$ cat config.mk
export PLATFORM = sky130hd
export DESIGN_NAME = task_timer_table_flat
export DESIGN_NICKNAME = d
export VERILOG_FILES = /design/src/rtl/core/ttt_pkg.sv /design/src/rtl/core/ttt_if.sv /design/src/rtl/core/ttt_slot_mem.sv /design/src/rtl/core/ttt_out_reg.sv /design/src/rtl/core/ttt_ctrl.sv /design/src/rtl/core/task_timer_table.sv /design/src/flat_wrapper.sv
export SDC_FILE = /design/constraint.sdc
export NUM_CORES = 2
export LEC_CHECK = 0
export ABC_AREA = 1
export BUFFER_PORTS_ARGS = -buffer_cell sky130_fd_sc_hd__buf_2
export CAP_MARGIN = 20
export CORE_ASPECT_RATIO = 2
export CORE_MARGIN = 5
export CORE_UTILIZATION = 55
export CTS_CLUSTER_SIZE = 28
export DETAILED_ROUTE_END_ITERATION = 10
export PLACE_DENSITY = 0.71
export SLEW_MARGIN = 20
export SYNTH_ARGS = -nofsm -noshare
export SYNTH_HDL_FRONTEND = slang
export SYNTH_SLANG_ARGS = --single-unit
$ cat constraint.sdc
create_clock -name clk_i -period 22.6 [get_ports clk_i]
set_input_delay 1.13 -clock clk_i [delete_from_list [all_inputs] [get_ports clk_i]]
set_output_delay 1.13 -clock clk_i [all_outputs]
set_load 0.02 [all_outputs]
$ cat src/rtl/core/ttt_pkg.sv
`timescale 1ns / 1ps

package ttt_pkg;

  localparam int SLOTS   = 16;
  localparam int MAX_OUT = 16;
  localparam int SLOT_W  = (SLOTS > 1) ? $clog2(SLOTS) : 1;
  localparam int CNT_W   = $clog2(SLOTS + 1);
  localparam int FIRE_W  = $clog2(MAX_OUT + 1);
  localparam int TIME_W  = 32;

  localparam logic [TIME_W-1:0] TIME_SAT = '1;

  // Task kinds
  localparam logic [2:0] KIND_ONCE     = 3'd0;
  localparam logic [2:0] KIND_INTERVAL = 3'd1;
  localparam logic [2:0] KIND_ASAP     = 3'd2;
  localparam logic [2:0] KIND_FRAME    = 3'd3;
  localparam logic [2:0] KIND_ABS      = 3'd4;

  // Operations
  localparam logic OP_ADD  = 1'b0;
  localparam logic OP_POLL = 1'b1;

  // Result status codes
  localparam logic [2:0] ST_ADDED    = 3'd0;
  localparam logic [2:0] ST_REJECTED = 3'd1;
  localparam logic [2:0] ST_FULL     = 3'd2;
  localparam logic [2:0] ST_FIRED    = 3'd3;
  localparam logic [2:0] ST_IDLE     = 3'd4;

  typedef struct packed {
    logic              opcode;
    logic [2:0]        run_kind;
    logic [TIME_W-1:0] start_delay;
    logic [TIME_W-1:0] repeat_period;
    logic              threaded;
    logic [TIME_W-1:0] now_time;
  } req_t;

  typedef struct packed {
    logic [2:0] status;
    logic [3:0] slot_index;
    logic       last_result;
  } rsp_t;

  typedef struct packed {
    logic valid;
    rsp_t rsp;
  } rsp_push_t;

  typedef struct packed {
    logic [TIME_W-1:0] due_time;
    logic [TIME_W-1:0] period;
    logic [2:0]        slot_kind;
    logic              finished;
  } slot_t;

  typedef struct packed {
    logic              en;
    logic [SLOT_W-1:0] addr;
    slot_t             data;
  } slot_wr_t;

  function automatic logic [TIME_W-1:0] sat_add(input logic [TIME_W-1:0] a,
                                                input logic [TIME_W-1:0] b);
    logic [TIME_W:0] s;
    s = {1'b0, a} + {1'b0, b};
    return s[TIME_W] ? TIME_SAT : s[TIME_W-1:0];
  endfunction

  function automatic logic [3:0] slot_out(input logic [SLOT_W-1:0] s);
    logic [SLOT_W+3:0] w;
    w = {4'b0000, s};
    return w[3:0];
  endfunction

endpackage

$ cat src/rtl/core/ttt_if.sv
`timescale 1ns / 1ps

interface ttt_req_if;
  logic        valid;
  logic        ready;
  logic        opcode;
  logic [2:0]  run_kind;
  logic [31:0] start_delay;
  logic [31:0] repeat_period;
  logic        threaded;
  logic [31:0] now_time;

  modport source (
    output valid, opcode, run_kind, start_delay, repeat_period, threaded, now_time,
    input  ready
  );
  modport sink (
    input  valid, opcode, run_kind, start_delay, repeat_period, threaded, now_time,
    output ready
  );
endinterface

interface ttt_rsp_if;
  logic       valid;
  logic       ready;
  logic [2:0] status;
  logic [3:0] slot_index;
  logic       last_result;

  modport source (
    output valid, status, slot_index, last_result,
    input  ready
  );
  modport sink (
    input  valid, status, slot_index, last_result,
    output ready
  );
endinterface

$ cat src/rtl/core/ttt_slot_mem.sv
`timescale 1ns / 1ps

module ttt_slot_mem import ttt_pkg::*; (
  input  logic              clk_i,
  input  slot_wr_t          wr_i,
  input  logic [SLOT_W-1:0] rd_addr_i,
  output slot_t             rd_data_o
);

  slot_t mem [SLOTS];

  always_ff @(posedge clk_i) begin
    if (wr_i.en) begin
      mem[wr_i.addr] <= wr_i.data;
    end
  end

  always_ff @(posedge clk_i) begin
    rd_data_o <= mem[rd_addr_i];
  end

endmodule

$ cat src/rtl/core/ttt_out_reg.sv
`timescale 1ns / 1ps

module ttt_out_reg import ttt_pkg::*; (
  input  logic      clk_i,
  input  logic      rst_ni,
  input  rsp_push_t push_i,
  output logic      push_ok_o,
  output logic      valid_o,
  input  logic      ready_i,
  output rsp_t      rsp_o
);

  logic valid_q, valid_d;
  rsp_t rsp_q;

  assign push_ok_o = !valid_q || ready_i;

  always_comb begin
    valid_d = valid_q;
    if (ready_i) begin
      valid_d = 1'b0;
    end
    if (push_i.valid && push_ok_o) begin
      valid_d = 1'b1;
    end
  end

  always_ff @(posedge clk_i or negedge rst_ni) begin
    if (!rst_ni) begin
      valid_q <= 1'b0;
    end else begin
      valid_q <= valid_d;
    end
  end

  always_ff @(posedge clk_i) begin
    if (push_i.valid && push_ok_o) begin
      rsp_q <= push_i.rsp;
    end
  end

  assign valid_o = valid_q;
  assign rsp_o   = rsp_q;

endmodule

$ cat src/rtl/core/ttt_ctrl.sv
`timescale 1ns / 1ps

module ttt_ctrl import ttt_pkg::*; (
  input  logic              clk_i,
  input  logic              rst_ni,
  input  logic              req_valid_i,
  output logic              req_ready_o,
  input  req_t              req_i,
  input  logic              push_ok_i,
  output rsp_push_t         push_o,
  output slot_wr_t          mem_wr_o,
  output logic [SLOT_W-1:0] mem_rd_addr_o,
  input  slot_t             mem_rd_data_i
);

  localparam logic [2:0] S_IDLE = 3'd0;
  localparam logic [2:0] S_ADD  = 3'd1;
  localparam logic [2:0] S_SCAN = 3'd2;
  localparam logic [2:0] S_END  = 3'd3;

  logic [2:0]        state_q, state_d;
  req_t              item_q;
  logic [SLOT_W-1:0] idx_q, idx_d;
  logic [FIRE_W-1:0] fire_q, fire_d;
  logic              pend_q, pend_d;
  logic [SLOT_W-1:0] pend_slot_q, pend_slot_d;
  logic [CNT_W-1:0]  used_q, used_d;

  logic              reject, full;
  logic [TIME_W-1:0] add_due;
  logic              hit, stall;
  logic [CNT_W-1:0]  idx_inc;
  logic [FIRE_W-1:0] fire_inc;
  logic              scan_done;
  slot_t             upd;

  assign req_ready_o = (state_q == S_IDLE);

  // Add decision
  always_comb begin
    reject = (item_q.run_kind > KIND_ABS) ||
             ((item_q.run_kind == KIND_FRAME) && item_q.threaded);
    full   = (used_q >= CNT_W'(SLOTS));
    case (item_q.run_kind)
      KIND_ONCE, KIND_INTERVAL: add_due = sat_add(item_q.now_time, item_q.start_delay);
      KIND_ABS:                 add_due = item_q.start_delay;
      default:                  add_due = item_q.now_time;
    endcase
  end

  // Slot evaluation on the registered read data
  always_comb begin
    hit   = !mem_rd_data_i.finished && (item_q.now_time >= mem_rd_data_i.due_time);
    stall = hit && pend_q && !push_ok_i;
    upd   = mem_rd_data_i;
    case (mem_rd_data_i.slot_kind)
      KIND_FRAME:    upd.due_time = item_q.now_time;
      KIND_INTERVAL: upd.due_time = sat_add(mem_rd_data_i.due_time, mem_rd_data_i.period);
      default:       upd.finished = 1'b1;
    endcase
    idx_inc   = CNT_W'(idx_q) + CNT_W'(1);
    fire_inc  = fire_q + FIRE_W'(hit);
    scan_done = (idx_inc >= used_q) || (fire_inc >= FIRE_W'(MAX_OUT));
  end

  always_comb begin
    state_d       = state_q;
    idx_d         = idx_q;
    fire_d        = fire_q;
    pend_d        = pend_q;
    pend_slot_d   = pend_slot_q;
    used_d        = used_q;
    push_o        = '0;
    mem_wr_o      = '0;
    mem_rd_addr_o = '0;

    case (state_q)
      S_IDLE: begin
        if (req_valid_i) begin
          idx_d  = '0;
          fire_d = '0;
          pend_d = 1'b0;
          if (req_i.opcode == OP_ADD) begin
            state_d = S_ADD;
          end else if (used_q == '0) begin
            state_d = S_END;
          end else begin
            state_d = S_SCAN;
          end
        end
      end

      S_ADD: begin
        push_o.rsp.last_result = 1'b1;
        push_o.rsp.slot_index  = '0;
        if (reject) begin
          push_o.rsp.status = ST_REJECTED;
        end else if (full) begin
          push_o.rsp.status = ST_FULL;
        end else begin
          push_o.rsp.status     = ST_ADDED;
          push_o.rsp.slot_index = slot_out(used_q[SLOT_W-1:0]);
        end
        if (push_ok_i) begin
          push_o.valid = 1'b1;
          state_d      = S_IDLE;
          if (!reject && !full) begin
            mem_wr_o.en             = 1'b1;
            mem_wr_o.addr           = used_q[SLOT_W-1:0];
            mem_wr_o.data.due_time  = add_due;
            mem_wr_o.data.period    = item_q.repeat_period;
            mem_wr_o.data.slot_kind = item_q.run_kind;
            mem_wr_o.data.finished  = 1'b0;
            used_d                  = used_q + CNT_W'(1);
          end
        end
      end

      S_SCAN: begin
        push_o.rsp.status      = ST_FIRED;
        push_o.rsp.slot_index  = slot_out(pend_slot_q);
        push_o.rsp.last_result = 1'b0;
        if (stall) begin
          // Hold the read address so the slot data stays put
          mem_rd_addr_o = idx_q;
        end else begin
          mem_rd_addr_o = idx_inc[SLOT_W-1:0];
          if (hit) begin
            mem_wr_o.en   = 1'b1;
            mem_wr_o.addr = idx_q;
            mem_wr_o.data = upd;
            push_o.valid  = pend_q;
            pend_d        = 1'b1;
            pend_slot_d   = idx_q;
            fire_d        = fire_inc;
          end
          idx_d = idx_inc[SLOT_W-1:0];
          if (scan_done) begin
            state_d = S_END;
          end
        end
      end

      S_END: begin
        push_o.rsp.last_result = 1'b1;
        if (pend_q) begin
          push_o.rsp.status     = ST_FIRED;
          push_o.rsp.slot_index = slot_out(pend_slot_q);
        end else begin
          push_o.rsp.status     = ST_IDLE;
          push_o.rsp.slot_index = '0;
        end
        if (push_ok_i) begin
          push_o.valid = 1'b1;
          pend_d       = 1'b0;
          state_d      = S_IDLE;
        end
      end

      default: begin
        state_d = S_IDLE;
      end
    endcase
  end

  always_ff @(posedge clk_i or negedge rst_ni) begin
    if (!rst_ni) begin
      state_q <= S_IDLE;
      used_q  <= '0;
      pend_q  <= 1'b0;
      idx_q   <= '0;
      fire_q  <= '0;
    end else begin
      state_q <= state_d;
      used_q  <= used_d;
      pend_q  <= pend_d;
      idx_q   <= idx_d;
      fire_q  <= fire_d;
    end
  end

  always_ff @(posedge clk_i) begin
    pend_slot_q <= pend_slot_d;
    if (req_valid_i && req_ready_o) begin
      item_q <= req_i;
    end
  end

endmodule

$ cat src/rtl/core/task_timer_table.sv
`timescale 1ns / 1ps
// Results: an add transaction is decided in the add state and offered through the output register;
//   a poll offers each fired slot once the next firing slot or the end of the walk is found,
//   and its last result from the end state once the walk is done.
// Throughput: one transaction at a time; a poll walks the used slots through the single
//   read port of the slot memory, one slot per cycle unless the output stalls.
// Reset: control state and the fill count clear at once; the slot memory is not cleared.
module task_timer_table import ttt_pkg::*; (
  input  logic   clk_i,
  input  logic   rst_ni,
  ttt_req_if.sink   req_i,
  ttt_rsp_if.source rsp_o
);

  req_t              req;
  rsp_t              rsp;
  rsp_push_t         push;
  logic              push_ok;
  slot_wr_t          mem_wr;
  logic [SLOT_W-1:0] mem_rd_addr;
  slot_t             mem_rd_data;

  // Gather the request payload into one word
  assign req.opcode        = req_i.opcode;
  assign req.run_kind      = req_i.run_kind;
  assign req.start_delay   = req_i.start_delay;
  assign req.repeat_period = req_i.repeat_period;
  assign req.threaded      = req_i.threaded;
  assign req.now_time      = req_i.now_time;

  // Sequencer: takes one transaction, writes add entries, walks the slots on poll.
  // A fired slot is held back until the next one is found, so the final result of a poll can carry
  // the last flag without a second pass.
  ttt_ctrl u_ctrl (
    .clk_i         (clk_i),
    .rst_ni        (rst_ni),
    .req_valid_i   (req_i.valid),
    .req_ready_o   (req_i.ready),
    .req_i         (req),
    .push_ok_i     (push_ok),
    .push_o        (push),
    .mem_wr_o      (mem_wr),
    .mem_rd_addr_o (mem_rd_addr),
    .mem_rd_data_i (mem_rd_data)
  );

  // Slot store: due time, period, kind and done flag per slot, one read and one write a cycle.
  // Only slots below the fill count are ever evaluated, so no clearing pass is needed.
  ttt_slot_mem u_mem (
    .clk_i     (clk_i),
    .wr_i      (mem_wr),
    .rd_addr_i (mem_rd_addr),
    .rd_data_o (mem_rd_data)
  );

  // Output register: parts the sequencer from a stalled consumer
  ttt_out_reg u_out (
    .clk_i     (clk_i),
    .rst_ni    (rst_ni),
    .push_i    (push),
    .push_ok_o (push_ok),
    .valid_o   (rsp_o.valid),
    .ready_i   (rsp_o.ready),
    .rsp_o     (rsp)
  );

  assign rsp_o.status      = rsp.status;
  assign rsp_o.slot_index  = rsp.slot_index;
  assign rsp_o.last_result = rsp.last_result;

endmodule

$ cat src/flat_wrapper.sv
// flat-port wrapper written by rule: the top's interface ports become plain ports
module task_timer_table_flat import ttt_pkg::*;
  (clk_i, rst_ni, req_i_valid, req_i_opcode, req_i_run_kind, req_i_start_delay, req_i_repeat_period, req_i_threaded, req_i_now_time, req_i_ready, rsp_o_valid, rsp_o_status, rsp_o_slot_index, rsp_o_last_result, rsp_o_ready);
  ttt_req_if req_i_i ();
  ttt_rsp_if rsp_o_i ();
  input  logic clk_i;
  input  logic rst_ni;
  input wire logic [$bits(req_i_i.valid)-1:0] req_i_valid;
  input wire logic [$bits(req_i_i.opcode)-1:0] req_i_opcode;
  input wire logic [$bits(req_i_i.run_kind)-1:0] req_i_run_kind;
  input wire logic [$bits(req_i_i.start_delay)-1:0] req_i_start_delay;
  input wire logic [$bits(req_i_i.repeat_period)-1:0] req_i_repeat_period;
  input wire logic [$bits(req_i_i.threaded)-1:0] req_i_threaded;
  input wire logic [$bits(req_i_i.now_time)-1:0] req_i_now_time;
  output wire logic [$bits(req_i_i.ready)-1:0] req_i_ready;
  output wire logic [$bits(rsp_o_i.valid)-1:0] rsp_o_valid;
  output wire logic [$bits(rsp_o_i.status)-1:0] rsp_o_status;
  output wire logic [$bits(rsp_o_i.slot_index)-1:0] rsp_o_slot_index;
  output wire logic [$bits(rsp_o_i.last_result)-1:0] rsp_o_last_result;
  input wire logic [$bits(rsp_o_i.ready)-1:0] rsp_o_ready;
  assign req_i_i.valid = req_i_valid;
  assign req_i_i.opcode = req_i_opcode;
  assign req_i_i.run_kind = req_i_run_kind;
  assign req_i_i.start_delay = req_i_start_delay;
  assign req_i_i.repeat_period = req_i_repeat_period;
  assign req_i_i.threaded = req_i_threaded;
  assign req_i_i.now_time = req_i_now_time;
  assign req_i_ready = req_i_i.ready;
  assign rsp_o_valid = rsp_o_i.valid;
  assign rsp_o_status = rsp_o_i.status;
  assign rsp_o_slot_index = rsp_o_i.slot_index;
  assign rsp_o_last_result = rsp_o_i.last_result;
  assign rsp_o_i.ready = rsp_o_ready;
  task_timer_table u_core (.clk_i(clk_i), .rst_ni(rst_ni), .req_i(req_i_i), .rsp_o(rsp_o_i));
endmodule
==> impl_metrics.xml <==
<?xml version="1.0" encoding="UTF-8"?>
<metrics>
  <group name="timing">
    <metric name="skew" unit="ps">47.85</metric>
    <metric name="finalHoldViolCount" unit="">0</metric>
    <metric name="worst_setup_slack_final" unit="ps">16440</metric>
    <metric name="fin_hold_ws" unit="ps">316.9</metric>
    <metric name="worst_slew_pin_slew" unit="ps">1165</metric>
    <metric name="timing.max_slew.rel_slack" unit="">0.2150</metric>
    <metric name="fin_tns_setup" unit="ps">0</metric>
    <metric name="grt_setup_unrepaired" unit="">no</metric>
    <metric name="min_period_over_period" unit="">0.2724</metric>
    <metric name="max_freq" unit="MHz">162.5</metric>
    <metric name="slew_violations" unit="">0</metric>
    <metric name="setup_violations" unit="">0</metric>
    <metric name="min_tclk_post_route" unit="ps">6156</metric>
  </group>
  <group name="pwr">
    <metric name="p_leak" unit="nW">28.86</metric>
    <metric name="vdd_drop_max" unit="µV">104.0</metric>
    <metric name="power_density" unit="nW/µm²">122.2</metric>
    <metric name="p_seq_frac" unit="">0.374</metric>
    <metric name="power.net_switching" unit="W">0.003288</metric>
    <metric name="comb_power_share" unit="">0.382</metric>
    <metric name="share_clk_of_total_power" unit="">0.244</metric>
    <metric name="p_int" unit="W">0.004763</metric>
    <metric name="power.share.switching" unit="">0.4084</metric>
  </group>
  <group name="worst_setup_path">
    <metric name="startpoint" unit="">u_core.u_mem.rd_data_o[45]</metric>
    <metric name="worst-endpoint-arrival" unit="ps">6730</metric>
    <metric name="critical_path.endpoint_type" unit="">register</metric>
    <metric name="worst-endpoint-required" unit="ps">23170</metric>
    <metric name="worst-setup-path-type" unit="">register to register</metric>
    <metric name="crit_fanout" unit="">191</metric>
    <metric name="reg2reg_launch_point" unit="">u_core.u_mem.rd_data_o[45]</metric>
    <metric name="startpoint_type" unit="">register</metric>
  </group>
  <group name="job">
    <metric name="maxCapViolCount" unit="">0</metric>
  </group>
  <group name="global_route">
    <metric name="first_global_vias" unit="">44050</metric>
    <metric name="grt_max_degree" unit="">192</metric>
    <metric name="grt_remaining_overflow" unit="">0</metric>
    <metric name="grt_antenna_before_repair" unit="">14</metric>
    <metric name="grt_use_total" unit="">0.3087</metric>
    <metric name="global_route_wire_length_before_repair" unit="µm">272000</metric>
  </group>
  <group name="layout">
    <metric name="areaGrowthSynthToFinish" unit="%">9.032</metric>
    <metric name="layout.nets" unit="">6384</metric>
    <metric name="drive_gt1_frac" unit="">0.06324</metric>
    <metric name="register_area" unit="µm²">37850</metric>
    <metric name="multi_input_area" unit="µm²">16630</metric>
    <metric name="n_fill_cell" unit="">8810</metric>
    <metric name="final_cell_area" unit="µm²">65900</metric>
  </group>
  <group name="floorplanning">
    <metric name="coreArea" unit="µm²">109500</metric>
    <metric name="die-width" unit="µm">244.4</metric>
    <metric name="std_cell_rows" unit="">172</metric>
    <metric name="initial_utilization" unit="">0.5518</metric>
    <metric name="top_level_ports" unit="">115</metric>
    <metric name="dieHeight" unit="µm">478.8</metric>
    <metric name="floorplan.die_area" unit="µm²">117000</metric>
  </group>
  <group name="yosys">
    <metric name="number_of_standard_cells_after_synthesis" unit="">6179</metric>
    <metric name="synthDistinctLibCells" unit="">48</metric>
    <metric name="syn_nets" unit="">6397</metric>
    <metric name="ys.warnings.count" unit="">0</metric>
    <metric name="synth.yosys.seq_area_share" unit="">0.6261</metric>
    <metric name="async_flop_share" unit="">0.01400</metric>
    <metric name="ys_seq_elements" unit="">1286</metric>
    <metric name="synthesis.area_per_instance" unit="µm²">9.782</metric>
    <metric name="post_synth_instance_area" unit="µm²">60440</metric>
    <metric name="count_of_flip_flops_with_a_built_in_enable_after_synthesis" unit="">1200</metric>
    <metric name="ys.flop_type" unit="">sky130_fd_sc_hd__edfxtp_1</metric>
  </group>
  <group name="clock_tree">
    <metric name="clock-root-buffer" unit="">sky130_fd_sc_hd__clkbuf_16</metric>
    <metric name="clock_latency" unit="ps">750</metric>
    <metric name="cts_hold_buf" unit="">0</metric>
    <metric name="post_cts_buffers" unit="">0</metric>
    <metric name="cts_tree" unit="">built</metric>
    <metric name="numCtsBuffers" unit="">108</metric>
    <metric name="ctsLongestPathBuffers" unit="">3</metric>
    <metric name="ctsResizeCount" unit="">0</metric>
    <metric name="tritoncts_sinks" unit="">1286</metric>
    <metric name="htree_levels" unit="">3</metric>
    <metric name="clk_transition_reported_paths" unit="ps">70</metric>
  </group>
  <group name="route">
    <metric name="drt_iter0_drc" unit="">4702</metric>
    <metric name="final_antenna_net_count" unit="">0</metric>
    <metric name="detail_route.drc_violations" unit="">0</metric>
    <metric name="drt-vias-per-instance" unit="">5.827</metric>
    <metric name="postRouteWirelength" unit="µm">185000</metric>
    <metric name="drt-wirelength-per-cell" unit="µm">24.15</metric>
    <metric name="vias" unit="">44640</metric>
    <metric name="drt-pass1-iter-count" unit="">6</metric>
  </group>
  <group name="place">
    <metric name="globalplace.congestion" unit="">0.9836</metric>
    <metric name="dp_hpwl" unit="µm">114200</metric>
    <metric name="place_ws" unit="ps">16600</metric>
    <metric name="placedInstanceArea" unit="µm²">62180</metric>
    <metric name="port-buffer-count" unit="">114</metric>
  </group>
  <group name="outcome">
    <metric name="run_status" unit="">finished, final reports clean</metric>
  </group>
  <group name="worst_hold_path">
    <metric name="worstHoldPathType" unit="">input pin to async pin</metric>
  </group>
</metrics>
-- worst paths after layout --
check                                             end  slack [ps]  cells past startpoint
setup / recovery           u_core.u_mem.rd_data_o[64]       16440                     22
max in group asynchronous     u_core.u_ctrl.fire_q[3]       21990                      1
min in group clk_i            u_core.u_ctrl.fire_q[4]         500                      2
hold reg to reg               u_core.u_ctrl.fire_q[4]         500                      2
setup reg to reg           u_core.u_mem.rd_data_o[64]       16440                     22
hold / removal               u_core.u_ctrl.state_q[0]         320                      1
-- registers in the layout, indices dropped and copies added, names as in the netlist, 2 cells and up --
name                       cells
u_core.u_ctrl.used_q           5
u_core.u_mem.mem            1088
u_core.u_ctrl.idx_q            4
u_core.u_mem.rd_data_o        68
u_core.u_ctrl.item_q         100
u_core.u_out.rsp_o             8
u_core.u_ctrl.fire_q           5
u_core.u_ctrl.pend_slot_q      4
u_core.u_ctrl.state_q          2
-- placed cells by master, fill, tap and decap left out, types with 82 or more instances in the layout --
master,synthesis,final
sky130_fd_sc_hd__a21oi_1,87,87
sky130_fd_sc_hd__buf_2,178,114
sky130_fd_sc_hd__clkbuf_16,0,109
sky130_fd_sc_hd__edfxtp_1,1200,1200
sky130_fd_sc_hd__ha_1,111,110
sky130_fd_sc_hd__inv_1,1277,1276
sky130_fd_sc_hd__nand2_1,1247,1245
sky130_fd_sc_hd__nand3_1,1319,1316
sky130_fd_sc_hd__nand4_1,82,82
sky130_fd_sc_hd__nor2_1,132,109
sky130_fd_sc_hd__o21ai_0,121,118
-- metal layers --
layer	wire (µm)	track usage	share of wire
met2	94380	0.5456	0.51
met4	12530	0.1870	0.068
met3	15120	0.05091	0.082
met1	62930	0.3499	0.34
met5	64	0	0.00035
-- kinds of logic after synthesis --
kind of cell / share of synthesized area
AND/OR/NAND/NOR: 0.2069
buffers and inverters: 0.1030
flip-flops: 0.6261
AO/OA/AOI/OAI: 0.03337
adder cells (fa/ha/maj): 0.02364
XOR/XNOR: 0.006955
-- cell usage after synthesis (10+ instances only) --
library cell | count | area, µm²
sky130_fd_sc_hd__nand3_1 | 1319 | 6601
sky130_fd_sc_hd__inv_1 | 1277 | 4793
sky130_fd_sc_hd__nand2_1 | 1247 | 4681
sky130_fd_sc_hd__edfxtp_1 | 1200 | 36030
sky130_fd_sc_hd__buf_2 | 178 | 890.9
sky130_fd_sc_hd__nor2_1 | 132 | 495.5
sky130_fd_sc_hd__o21ai_0 | 121 | 605.6
sky130_fd_sc_hd__ha_1 | 111 | 1389
sky130_fd_sc_hd__clkbuf_1 | 100 | 375.4
sky130_fd_sc_hd__a21oi_1 | 87 | 435.4
sky130_fd_sc_hd__nand4_1 | 82 | 513.0
sky130_fd_sc_hd__dfxtp_1 | 68 | 1361
sky130_fd_sc_hd__xor2_1 | 42 | 367.9
sky130_fd_sc_hd__a22o_1 | 32 | 280.3
sky130_fd_sc_hd__a22oi_1 | 23 | 172.7
sky130_fd_sc_hd__dfrtp_1 | 18 | 450.4
sky130_fd_sc_hd__a21o_1 | 16 | 120.1
sky130_fd_sc_hd__buf_1 | 15 | 56.30
sky130_fd_sc_hd__nor3_1 | 14 | 70.07
sky130_fd_sc_hd__buf_4 | 13 | 97.59
sky130_fd_sc_hd__a31oi_1 | 11 | 68.82
sky130_fd_sc_hd__o21bai_1 | 10 | 75.07
-- final cells by class --
cell class,instances,share of cell area
Multi-Input combinational cell,3307,0.2524
Sequential cell,1286,0.5743
Timing Repair Buffer,183,0.01747
Antenna cell,7,0.0002658
Clock inverter,71,0.01247
Inverter,1280,0.07304
Clock buffer,135,0.04363
Tap cell,1392,0.02643
-- critical path: stages (launching register included) --
cell	delay [ps]
sky130_fd_sc_hd__dfxtp_1	550
sky130_fd_sc_hd__inv_1	80
sky130_fd_sc_hd__ha_1	300
sky130_fd_sc_hd__nand2_1	70
sky130_fd_sc_hd__nand2_1	50
sky130_fd_sc_hd__nand2_1	60
sky130_fd_sc_hd__nand2_1	50
sky130_fd_sc_hd__nand2_1	50
sky130_fd_sc_hd__nand2_1	40
sky130_fd_sc_hd__nor2_1	80
sky130_fd_sc_hd__nand2_1	160
sky130_fd_sc_hd__nand2_1	120
sky130_fd_sc_hd__nand2_2	180
sky130_fd_sc_hd__nand4_2	210
sky130_fd_sc_hd__nand3_4	630
sky130_fd_sc_hd__nand2_8	870
sky130_fd_sc_hd__buf_12	650
sky130_fd_sc_hd__buf_12	680
sky130_fd_sc_hd__nand2_1	120
sky130_fd_sc_hd__nand3_1	130
sky130_fd_sc_hd__nand3_1	100
sky130_fd_sc_hd__nand3_1	150
sky130_fd_sc_hd__nand2_1	200
-- power groups by stage --
stage	clock [W]	sequential (W)	combinational (W)
finish	0.00197	0.00301	0.00307
global route	0.00207	0.00302	0.00334
CTS	0.00198	0.00301	0.00304
detailed placement	0	0.00306	0.00302
global placement	0	0.00306	0.00300
floorplan	0	0.00295	0.00206
-- metrics by stage --
step / instances / utilization / total power [W]
finish: 7661 / 0.6016 / 0.008051
global route: 7656 / 0.6015 / 0.008429
CTS: 7654 / 0.6014 / 0.008025
detailed placement: 7448 / 0.5677 / 0.006078
global placement: 7448 / 0.5677 / 0.006057
floorplan: 6179 / - / 0.005010
Note: power is estimated with default switching activity, not from simulation.
